File: config.mk
export PLATFORM = sky130hd
export DESIGN_NAME = thermometer_display_controller_unit
export DESIGN_NICKNAME = d
export VERILOG_FILES = /design/src/rtl/tdc_pkg.sv /design/src/rtl/tdc_convert.sv /design/src/rtl/tdc_scan.sv /design/src/rtl/thermometer_display_controller_unit.sv
export SDC_FILE = /design/constraint.sdc
export NUM_CORES = 1
export LEC_CHECK = 0
export BUFFER_PORTS_ARGS = -buffer_cell sky130_fd_sc_hd__buf_2
export CAP_MARGIN = 0
export CORE_ASPECT_RATIO = 1.1
export CORE_MARGIN = 2
export CORE_UTILIZATION = 63
export DETAILED_ROUTE_END_ITERATION = 10
export PLACE_DENSITY_LB_ADDON = 0.15
export SLEW_MARGIN = 15
export SYNTH_ARGS = -nofsm -noshare
export SYNTH_HDL_FRONTEND = slang
export SYNTH_HIERARCHICAL = 1
export SYNTH_SLANG_ARGS = --single-unit
File: constraint.sdc
create_clock -name clk -period 22.3 [get_ports clk]
set_input_delay 2.23 -clock clk [delete_from_list [all_inputs] [get_ports clk]]
set_output_delay 2.23 -clock clk [all_outputs]
set_load 0.01 [all_outputs]
File: src/rtl/tdc_pkg.sv
// tdc_pkg: shared types, constants and the digit segment table for the
// thermometer display controller. No dependencies.
package tdc_pkg;

	localparam int unsigned ADC_W  = 8;
	localparam int unsigned TEMP_W = 8;
	localparam int unsigned SEG_W  = 7;
	localparam int unsigned SEL_W  = 4;
	localparam int unsigned LAMP_W = 3;
	localparam int unsigned DIG_W  = 4;
	localparam int unsigned POS_W  = 2;
	localparam int unsigned CFG_IDX_W = 2;

	// configuration register indexes
	localparam logic [CFG_IDX_W-1:0] REG_MID_THRESHOLD  = 2'd0;
	localparam logic [CFG_IDX_W-1:0] REG_HIGH_THRESHOLD = 2'd1;
	localparam logic [CFG_IDX_W-1:0] REG_UPPER_LIMIT    = 2'd2;

	localparam logic [ADC_W-1:0] MID_THRESHOLD_RST  = 8'd50;
	localparam logic [ADC_W-1:0] HIGH_THRESHOLD_RST = 8'd75;
	localparam logic [ADC_W-1:0] UPPER_LIMIT_RST    = 8'd250;

	// scan positions
	localparam logic [POS_W-1:0] POS_TENS   = 2'd0;
	localparam logic [POS_W-1:0] POS_UNITS  = 2'd1;
	localparam logic [POS_W-1:0] POS_DEGREE = 2'd2;
	localparam logic [POS_W-1:0] POS_LETTER = 2'd3;

	localparam logic [SEG_W-1:0] SEG_DEGREE   = 7'h63;
	localparam logic [SEG_W-1:0] SEG_LETTER_C = 7'h39;
	localparam logic [SEG_W-1:0] SEG_LETTER_F = 7'h71;
	localparam logic [SEL_W-1:0] SELECT_FIRST = 4'b1000;
	localparam logic [TEMP_W-1:0] F_OFFSET    = 8'd32;

	localparam logic [LAMP_W-1:0] LAMP_OFF  = 3'b000;
	localparam logic [LAMP_W-1:0] LAMP_LOW  = 3'b001;
	localparam logic [LAMP_W-1:0] LAMP_MID  = 3'b010;
	localparam logic [LAMP_W-1:0] LAMP_HIGH = 3'b100;

	localparam logic [TEMP_W-1:0] TEMP_MAX = 8'd215;

	typedef struct packed {
		logic [TEMP_W-1:0] temp;
		logic [DIG_W-1:0]  tens;
		logic [DIG_W-1:0]  units;
		logic [LAMP_W-1:0] lamp;
	} conv_t;

	typedef struct packed {
		logic [SEG_W-1:0] seg;
		logic [SEL_W-1:0] sel;
	} scan_t;

	function automatic logic [SEG_W-1:0] digit_seg(input logic [DIG_W-1:0] d);
		logic [SEG_W-1:0] s;
		case (d)
			4'd0:    s = 7'h3F;
			4'd1:    s = 7'h06;
			4'd2:    s = 7'h5B;
			4'd3:    s = 7'h4F;
			4'd4:    s = 7'h66;
			4'd5:    s = 7'h6D;
			4'd6:    s = 7'h7D;
			4'd7:    s = 7'h07;
			4'd8:    s = 7'h7F;
			4'd9:    s = 7'h6F;
			default: s = 7'h3F;
		endcase
		return s;
	endfunction

endpackage

File: src/rtl/tdc_convert.sv
// tdc_convert: sample to whole-degree temperature, BCD split and lamp choice.
// Combinational. Depends on tdc_pkg.
module tdc_convert import tdc_pkg::*; (
	input  logic [ADC_W-1:0] adc_sample,
	input  logic             f_mode,
	input  logic [ADC_W-1:0] mid_threshold,
	input  logic [ADC_W-1:0] high_threshold,
	input  logic [ADC_W-1:0] upper_limit,
	output conv_t            conv
);

	logic [8:0]        x_c;
	logic [16:0]       prod_c;
	logic [12:0]       x_f;
	logic [25:0]       prod_f;
	logic [TEMP_W-1:0] t_c;
	logic [TEMP_W-1:0] t_f;
	logic [TEMP_W-1:0] temp;
	logic [15:0]       prod_d;
	logic [4:0]        q10;
	logic [TEMP_W-1:0] q10_x10;

	// 2s/5 via *205>>10, exact for 2s < 1024
	assign x_c    = {adc_sample, 1'b0};
	assign prod_c = 17'(x_c) * 17'd205;
	assign t_c    = {1'b0, prod_c[16:10]};

	// 18s/25 via *5243>>17, exact for 18s < 43690
	assign x_f    = 13'({adc_sample, 4'b0}) + 13'({adc_sample, 1'b0});
	assign prod_f = 26'(x_f) * 26'd5243;
	assign t_f    = prod_f[24:17] + F_OFFSET;

	assign temp = f_mode ? t_f : t_c;

	// t/10 via *205>>11
	assign prod_d  = 16'(temp) * 16'd205;
	assign q10     = prod_d[15:11];
	assign q10_x10 = 8'({q10, 3'b0}) + 8'({q10, 1'b0});

	always_comb begin
		conv.temp  = temp;
		conv.units = DIG_W'(temp - q10_x10);
		if (q10 >= 5'd20) begin
			conv.tens = DIG_W'(q10 - 5'd20);
		end else if (q10 >= 5'd10) begin
			conv.tens = DIG_W'(q10 - 5'd10);
		end else begin
			conv.tens = DIG_W'(q10);
		end
		if (adc_sample >= upper_limit) begin
			conv.lamp = LAMP_OFF;
		end else if (adc_sample >= high_threshold) begin
			conv.lamp = LAMP_HIGH;
		end else if (adc_sample >= mid_threshold) begin
			conv.lamp = LAMP_MID;
		end else begin
			conv.lamp = LAMP_LOW;
		end
	end

endmodule

File: src/rtl/tdc_scan.sv
// tdc_scan: segment pattern and one-hot digit select for one scan position.
// Combinational. Depends on tdc_pkg.
module tdc_scan import tdc_pkg::*; (
	input  logic [POS_W-1:0] pos,
	input  logic [DIG_W-1:0] tens,
	input  logic [DIG_W-1:0] units,
	input  logic             f_mode,
	output scan_t            scan
);

	always_comb begin
		scan.sel = SELECT_FIRST >> pos;
		unique case (pos)
			POS_TENS:   scan.seg = digit_seg(tens);
			POS_UNITS:  scan.seg = digit_seg(units);
			POS_DEGREE: scan.seg = SEG_DEGREE;
			POS_LETTER: scan.seg = f_mode ? SEG_LETTER_F : SEG_LETTER_C;
			default:    scan.seg = SEG_DEGREE;
		endcase
	end

endmodule

File: src/rtl/thermometer_display_controller_unit.sv
// thermometer_display_controller_unit: top level, input and result registers,
// display state and configuration registers. Depends on tdc_pkg, tdc_convert, tdc_scan.

// Takes one transaction per clock: either an ADC sample (func = 0), which may flip the
// C/F mode, converts to whole degrees and picks a lamp, or a scan tick (func = 1), which
// returns the segment pattern and select for the next of tens, units, degree sign and
// unit letter. Every transaction gives exactly one result: the input register feeds
// the conversion and scan logic, whose output is captured in the result register when
// that register is empty or out_ready is high. Throughput is one transaction per cycle
// while out_ready stays high. The user must write the threshold registers through
// cfg_we/cfg_index/cfg_data only while idle; the block itself does not enforce it.
module thermometer_display_controller_unit import tdc_pkg::*; (
	input  logic                 clk,
	input  logic                 arst_n,
	input  logic                 cfg_we,
	input  logic [CFG_IDX_W-1:0] cfg_index,
	input  logic [ADC_W-1:0]     cfg_data,
	input  logic                 in_valid,
	output logic                 in_ready,
	input  logic                 func,
	input  logic [ADC_W-1:0]     adc_sample,
	input  logic                 unit_toggle,
	output logic                 out_valid,
	input  logic                 out_ready,
	output logic                 display_valid,
	output logic [SEG_W-1:0]     segments,
	output logic [SEL_W-1:0]     digit_select,
	output logic [LAMP_W-1:0]    lamps,
	output logic [TEMP_W-1:0]    temperature,
	output logic                 unit_is_f
);

	logic [ADC_W-1:0]  mid_threshold_q;
	logic [ADC_W-1:0]  high_threshold_q;
	logic [ADC_W-1:0]  upper_limit_q;

	logic              valid_s1;
	logic              func_s1;
	logic [ADC_W-1:0]  adc_s1;
	logic              toggle_s1;

	logic [POS_W-1:0]  pos_q;
	logic [DIG_W-1:0]  tens_q;
	logic [DIG_W-1:0]  units_q;
	logic              mode_q;
	logic [LAMP_W-1:0] lamp_q;
	logic [TEMP_W-1:0] temp_q;

	logic              valid_s2;
	logic              disp_s2;
	logic [SEG_W-1:0]  seg_s2;
	logic [SEL_W-1:0]  sel_s2;
	logic [LAMP_W-1:0] lamp_s2;
	logic [TEMP_W-1:0] temp_s2;
	logic              mode_s2;

	logic              adv;
	logic              fire;
	logic              new_mode;
	conv_t             conv;
	scan_t             scan;

	assign adv      = !valid_s2 || out_ready;
	assign in_ready = !valid_s1 || adv;
	assign fire     = valid_s1 && adv;
	assign new_mode = mode_q ^ toggle_s1;

	tdc_convert u_convert (
		.adc_sample     (adc_s1),
		.f_mode         (new_mode),
		.mid_threshold  (mid_threshold_q),
		.high_threshold (high_threshold_q),
		.upper_limit    (upper_limit_q),
		.conv           (conv)
	);

	tdc_scan u_scan (
		.pos    (pos_q),
		.tens   (tens_q),
		.units  (units_q),
		.f_mode (mode_q),
		.scan   (scan)
	);

	always_ff @(posedge clk or negedge arst_n) begin
		if (!arst_n) begin
			mid_threshold_q  <= MID_THRESHOLD_RST;
			high_threshold_q <= HIGH_THRESHOLD_RST;
			upper_limit_q    <= UPPER_LIMIT_RST;
		end else if (cfg_we) begin
			unique case (cfg_index)
				REG_MID_THRESHOLD:  mid_threshold_q  <= cfg_data;
				REG_HIGH_THRESHOLD: high_threshold_q <= cfg_data;
				REG_UPPER_LIMIT:    upper_limit_q    <= cfg_data;
				default:            ;
			endcase
		end
	end

	// input register
	always_ff @(posedge clk or negedge arst_n) begin
		if (!arst_n) begin
			valid_s1 <= 1'b0;
		end else if (in_ready) begin
			valid_s1 <= in_valid;
		end
	end

	always_ff @(posedge clk) begin
		if (in_ready && in_valid) begin
			func_s1   <= func;
			adc_s1    <= adc_sample;
			toggle_s1 <= unit_toggle;
		end
	end

	// display state
	always_ff @(posedge clk or negedge arst_n) begin
		if (!arst_n) begin
			pos_q   <= POS_TENS;
			tens_q  <= '0;
			units_q <= '0;
			mode_q  <= 1'b0;
			lamp_q  <= LAMP_OFF;
			temp_q  <= '0;
		end else if (fire) begin
			if (func_s1) begin
				pos_q <= pos_q + POS_W'(1);
			end else begin
				mode_q  <= new_mode;
				tens_q  <= conv.tens;
				units_q <= conv.units;
				lamp_q  <= conv.lamp;
				temp_q  <= conv.temp;
			end
		end
	end

	// result register
	always_ff @(posedge clk or negedge arst_n) begin
		if (!arst_n) begin
			valid_s2 <= 1'b0;
		end else if (adv) begin
			valid_s2 <= valid_s1;
		end
	end

	always_ff @(posedge clk) begin
		if (fire) begin
			disp_s2 <= func_s1;
			if (func_s1) begin
				seg_s2  <= scan.seg;
				sel_s2  <= scan.sel;
				lamp_s2 <= lamp_q;
				temp_s2 <= temp_q;
				mode_s2 <= mode_q;
			end else begin
				seg_s2  <= '0;
				sel_s2  <= '0;
				lamp_s2 <= conv.lamp;
				temp_s2 <= conv.temp;
				mode_s2 <= new_mode;
			end
		end
	end

	assign out_valid     = valid_s2;
	assign display_valid = disp_s2;
	assign segments      = seg_s2;
	assign digit_select  = sel_s2;
	assign lamps         = lamp_s2;
	assign temperature   = temp_s2;
	assign unit_is_f     = mode_s2;

`ifndef SYNTH
	a_ready_when_empty: assert property (@(posedge clk) disable iff (!arst_n)
		!valid_s2 |-> in_ready)
		else $error("input stalled with empty result register");

	a_digits_bcd: assert property (@(posedge clk) disable iff (!arst_n)
		(tens_q <= 4'd9) && (units_q <= 4'd9))
		else $error("stored digit out of range");

	a_select_matches: assert property (@(posedge clk) disable iff (!arst_n)
		valid_s2 |-> ($onehot0(sel_s2) && (disp_s2 == (sel_s2 != '0))))
		else $error("digit select inconsistent with display_valid");

	a_temp_range: assert property (@(posedge clk) disable iff (!arst_n)
		valid_s2 |-> (temp_s2 <= TEMP_MAX))
		else $error("temperature out of range");
`endif

endmodule

# Yosys cells after proc, flatten, opt, wreduce, memory -nomap -nowiden
# Memory sizes are Yosys's and may differ from the RTL's.
# Cells that the tools add are included.
# word_totals
register_bits	82
rom_bits	224
output_inout_bits	26
wordCells	69
memories	2
# classes
addsub	7
multipliers	3
magnitude_cmp	5
n_eq_ne	5
n_shift	1
mux	11
n_bitwise	2
reduce_logical	13
# memory_table
name	depth	width	rd	rd_ports_with_merged_regs	wr	line_no	source
(no name shown)	16	7	1	0	0	tdc_pkg.sv:56	case (d)
(no name shown)	16	7	1	0	0	tdc_pkg.sv:56	
# op_table
op	n
8-bit by 8-bit multiplier with 16-bit output (second input constant)	2
7-bit case mux with 4 select lines	1
13-bit by 13-bit multiplier with 25-bit output (second input constant)	1
8-bit >= comparator	3
8-bit two-way mux	2
12-bit by 9-bit adder with 13-bit output	1
2-bit AND reduction	5
3-bit two-way mux	3
8-bit by 6-bit adder with 8-bit output (second input constant)	1
4-bit two-way mux	2
7-bit two-way mux	1
2-bit == test (second input constant)	3
5-bit by 4-bit >= comparator with 1-bit output (second input constant)	1
5-bit >= comparator (second input constant)	1
4-bit adder	1
2-bit by 1-bit == test with 1-bit output (second input constant)	2
2-bit logical NOT	2
4-bit by 2-bit >> shifter with 4-bit output (first input constant)	1
4-bit by 3-bit subtractor with 4-bit output (second input constant)	1
4-bit subtractor	1
4-bit subtractor (second input constant)	1
2-bit by 1-bit adder with 2-bit output (second input constant)	1
1-bit logical AND	2
1-bit logical NOT	2
5 further kinds	6

# Depth between registers and ports, before layout
# depth
depth_word	8
depth_mapped	60

# By module
# Netlist, hierarchy kept.
# by_module_without_submodules
mod	instances	cells_per_inst	area_each_um2	seq_area_each_um2
tdc_convert	1	701	6283.5	0.0
thermometer_display_controller_unit	1	171	3169.3	2238.4
tdc_scan	1	66	481.7	0.0

# Worst setup path after synthesis
# OpenSTA, ideal clock, no wires.
# synth_path
kind	register to register
from	reg adc_s1[1]
to	reg tens_q[1]
setup_ns	0.125
arrival_time_ns	12.672
required_time_ns	22.175
slack_ns	9.503
stages_incl_launch_ff	54
path_cell_list	edfxtp_1 ha_1 a21o_1 a21oi_1 o21bai_1 a21oi_1 nor2_1 xnor2_1 inv_1 ha_1 fa_1 fa_1 inv_1 fa_1 fa_1 inv_1 ha_1 nand2_1 (+18 left out) fa_1 ha_1 ha_1 and4_1 a221oi_1 o21ba_2 nand2b_1 a311o_1 a31oi_1 inv_1 ha_1 nor2b_1 nand3b_1 o211ai_1 a311oi_1 o31ai_1 xnor2_1 mux2_4
# synth_lines
item	line_no	source
from (decl)	thermometer_display_controller_unit.sv:39	logic [ADC_W-1:0] adc_s1;
from (signal assigned)	thermometer_display_controller_unit.sv:112	adc_s1 <= adc_sample;
to (signal assigned)	thermometer_display_controller_unit.sv:131	tens_q <= conv.tens;
to (decl)	thermometer_display_controller_unit.sv:43	logic [DIG_W-1:0] tens_q;

==> run_results.csv <==
group,metric,value,unit
outcome,outcome,"finished clean",
clock_tree,clockBufferDepth,2,
place,portBuffers,50,
grt,antenna_found_initial,0,
clock_tree,cts_tree,"done",
route,drt_wl_total,19200,microns
route,drt_iter0_drc,214,
clock_tree,cts_setup_buffers,0,
route,avgViaCountPerCell,5.51,
yosys,ys_seq_area_frac,0.225,
timing,slew_violations,0,
timing,fin_crit_sh,0.635,
yosys,yosys_warnings,6,
grt,grt_pass1_vias,6912,
timing,hold_viol_final,0,
timing,finClkSkew,8.66,ps
clock_tree,cts_buffers,9,
hold_path,min_path_type,"reg -> reg",
grt,gr-total-overflow,0,
setup_path,crit_path_end_kind,"flop",
finish,fill_cells,1219,
setup_path,crit_arrival,14400,ps
setup_path,r2r_end,"tens_q[1]$_DFFE_PN0P_",
yosys,synth_compound_area_frac,0.0845,
yosys,syn-num-nets,1248,
hold_path,hold_path_depth,1,
setup_path,critPathRequiredTime,22530,ps
setup_path,max_stage_delay,650,ps
setup_path,ff2ff_path_depth,53,
finish,antennaDiodeCount,0,
clock_tree,postCtsHoldBufs,0,
yosys,synth_edf_count,34,
setup_path,crit_top_cell,"ha_1",
yosys,synth_adder_area_share,0.411,
yosys,ys_ff_latch,82,
place,place_congestion,0.913,
yosys,synthXorXnorAreaFrac,0.0343,
timing,tns,0,ps
yosys,async_flop_share,0.585,
clock_tree,cts.clk_slew.worst_paths,70,ps
grt,use_met1,0.292,
grt,grt_max_degree,49,
yosys,avgSynthCellArea,10.6,sq um
yosys,synth-simple-area-share,0.0899,
floorplanning,initial_core_util,0.639,
floorplanning,die-area,16800,sq um
grt,grtUsageMet2,0.451,
floorplanning,core,15600,sq um
timing,setup_viol,0,
setup_path,crit_fanout,11,
route,post_drt_wl_per_cell,16.1,microns
place,hpwl,15700,microns
floorplanning,die_w,124,microns
yosys,synth_flop_cell,"dfrtp_1",
hold_path,worstHoldStart,"temp_q[4]$_DFFE_PN0P_",
clock_tree,clk_latency,340,ps
yosys,netlist_instances,938,
setup_path,r2r_slack,8130,ps
setup_path,start_kind,"flop",
yosys,synth_top_family_by_area,"adder cells",
floorplanning,row_count,48,
yosys,synthDistinctLibCells,80,
finish,syn2layout_area_growth,7.08,%
timing,worstMarginPinSlew,1150,ps
setup_path,r2r_start,"adc_s1[1]$_DFFE_PP_",
finish,nets,1298,
floorplanning,die_h,136,microns
yosys,synth.area.mux_share,0.0727,
route,firstDrtPassIters,4,
clock_tree,cts_resized,0,
floorplanning,pin_count,51,
grt,grt_use_total,0.244,
route,drc,0,
clock_tree,cts_sinks,82,
route,vias,6568,
timing,max_freq,70.6,MHz
hold_path,min_to,"temp_q[4]$_DFFE_PN0P_",
timing,rsz0062_at_grt,"no",
grt,grt_pass1_wl,32100,microns
route,antenna_left,0,
job,max_cap_violations,0,
clock_tree,cts_root_buffer,"clkbuf_16",
grt,busiest_layer,"met2",
setup_path,crit_type,"reg -> reg",
finish,drive_gt1_frac,0.160,
timing,slew_headroom,0.231,
setup_path,cpMaxStageDelayCell,"or4b_2",
clock_tree,cts_htree_levels,3,
yosys,synth_area,9930,sq um
grt,grt_use_met3,0.0375,
timing,fin_crit,14170,ps
==> how the worst max path moves through the flow <==
stage | slack, ps | end | from
6_report | 8130 | tens_q[1]$_DFFE_PN0P_ | adc_s1[1]$_DFFE_PP_
3_5_place_dp | 8250 | tens_q[1]$_DFFE_PN0P_ | adc_s1[1]$_DFFE_PP_
5_1_grt | 6940 | tens_q[1]$_DFFE_PN0P_ | adc_s1[1]$_DFFE_PP_
2_1_floorplan | 9500 | tens_q[1]$_DFFE_PN0P_ | adc_s1[1]$_DFFE_PP_
3_3_place_gp | 8630 | tens_q[1]$_DFFE_PN0P_ | adc_s1[1]$_DFFE_PP_
4_1_cts | 8210 | tens_q[1]$_DFFE_PN0P_ | adc_s1[1]$_DFFE_PP_
==> flip-flops by register name, summed over array words and instances (netlist names), 3 cells and up <==
name,cells
upper_limit_q,8
segments,7
lamp_q,3
lamps,3
temperature,8
digit_select,4
mid_threshold_q,8
tens_q,4
temp_q,8
adc_s1,8
high_threshold_q,8
units_q,4
==> stage by stage <==
| stage | utilization | hold WS, ps | setup slack [ps] | std cells | instance area [sq um] |
|---|---|---|---|---|---|
| floorplan | - | 451 | 9500 | 938 | 9930 |
| global placement | 0.666 | 481 | 8630 | 1177 | 10400 |
| detailed placement | 0.666 | 487 | 8250 | 1177 | 10400 |
| CTS | 0.684 | 509 | 8210 | 1193 | 10600 |
| global route | 0.684 | 520 | 6940 | 1193 | 10600 |
| finish | 0.684 | 507 | 8130 | 1193 | 10600 |
==> Yosys cell counts, types with 6 or more instances <==
library cell,instances,area [sq um]
a21o_1,23,173
a21oi_1,23,115
and2_1,17,106
and3_1,10,62.6
dfrtp_1,35,876
dfstp_2,13,342
edfxtp_1,34,1020
fa_1,69,1380
ha_1,216,2700
inv_1,192,721
mux2_2,45,507
mux2_4,11,165
nand2_1,18,67.6
nand2b_1,11,68.8
nand3_1,6,30.0
nand4_1,9,56.3
nor2_1,31,116
nor2b_1,8,50.1
nor3_1,7,35.0
o21a_1,8,60.1
o21ai_0,10,50.1
xnor2_1,30,263
xor2_1,7,61.3
==> critical path: cells and delay by family, from the launching register on <==
| family | cells | cell delay [ps] |
|---|---|---|
| AOI/OAI and AO/OA | 17 | 3960 |
| xor gates and xnor gates | 7 | 1290 |
| adders and majority gates | 14 | 5470 |
| buffers and inverters | 4 | 480 |
| DFF | 1 | 600 |
| muxes | 1 | 260 |
| and+or+nand+nor | 10 | 2010 |
==> per-layer routing <==
metal	wire [microns]	up-vias	part of all wire
li1	-	3290	-
met1	8220	3170	0.43
met2	10200	86	0.53
met3	451	22	0.024
met4	346	0	0.018
met5	0	-	0
==> cell families (layout without fill, tap and decap cells) <==
| family | after synthesis | after routing |
|---|---|---|
| AO/OA/AOI/OAI | 116 | 116 |
| XOR/XNOR | 38 | 38 |
| adder cells (fa/ha/maj) | 285 | 285 |
| buffers and inverters | 206 | 261 |
| flip-flops | 82 | 82 |
| multiplexers | 61 | 61 |
| AND/OR/NAND/NOR | 150 | 150 |
==> cells in the final DEF, fill, tap and decap left out, types with 3 or more instances in the layout <==
master / count
ha_1: 216
mux2i_1: 5
mux2_4: 11
dfstp_2: 13
mux2_2: 45
edfxtp_1: 34
nand2_1: 18
a31oi_1: 5
o21bai_1: 3
clkbuf_16: 9
o21a_1: 8
buf_4: 3
nand3b_1: 5
xor2_1: 7
dfrtp_1: 35
buf_2: 50
inv_1: 192
a21oi_1: 23
a21boi_0: 5
nor3_1: 7
nand2b_1: 11
fa_1: 69
nor2b_1: 8
and4_1: 3
a311oi_1: 3
o21ai_0: 10
nor2_1: 31
and2_1: 17
a21o_1: 23
o31ai_1: 4
inv_6: 3
nand3_1: 6
and3_1: 10
xnor2_1: 30
nand4_1: 9
==> layout make-up <==
class                   instances  area, sq um  share of cell area
clock buffers                   9          225              0.0212
clock inverters                 7         51.3             0.00482
inverters                     192          721              0.0677
multi-input cells             650         6880               0.647
flip-flops and latches         82         2240               0.210
well taps                     200          250              0.0235
repair buffers                 53          273              0.0256
Power is left out: the tool's default activity adds up to more than one toggle a clock period on the data nets, which glitch-free logic cannot reach.
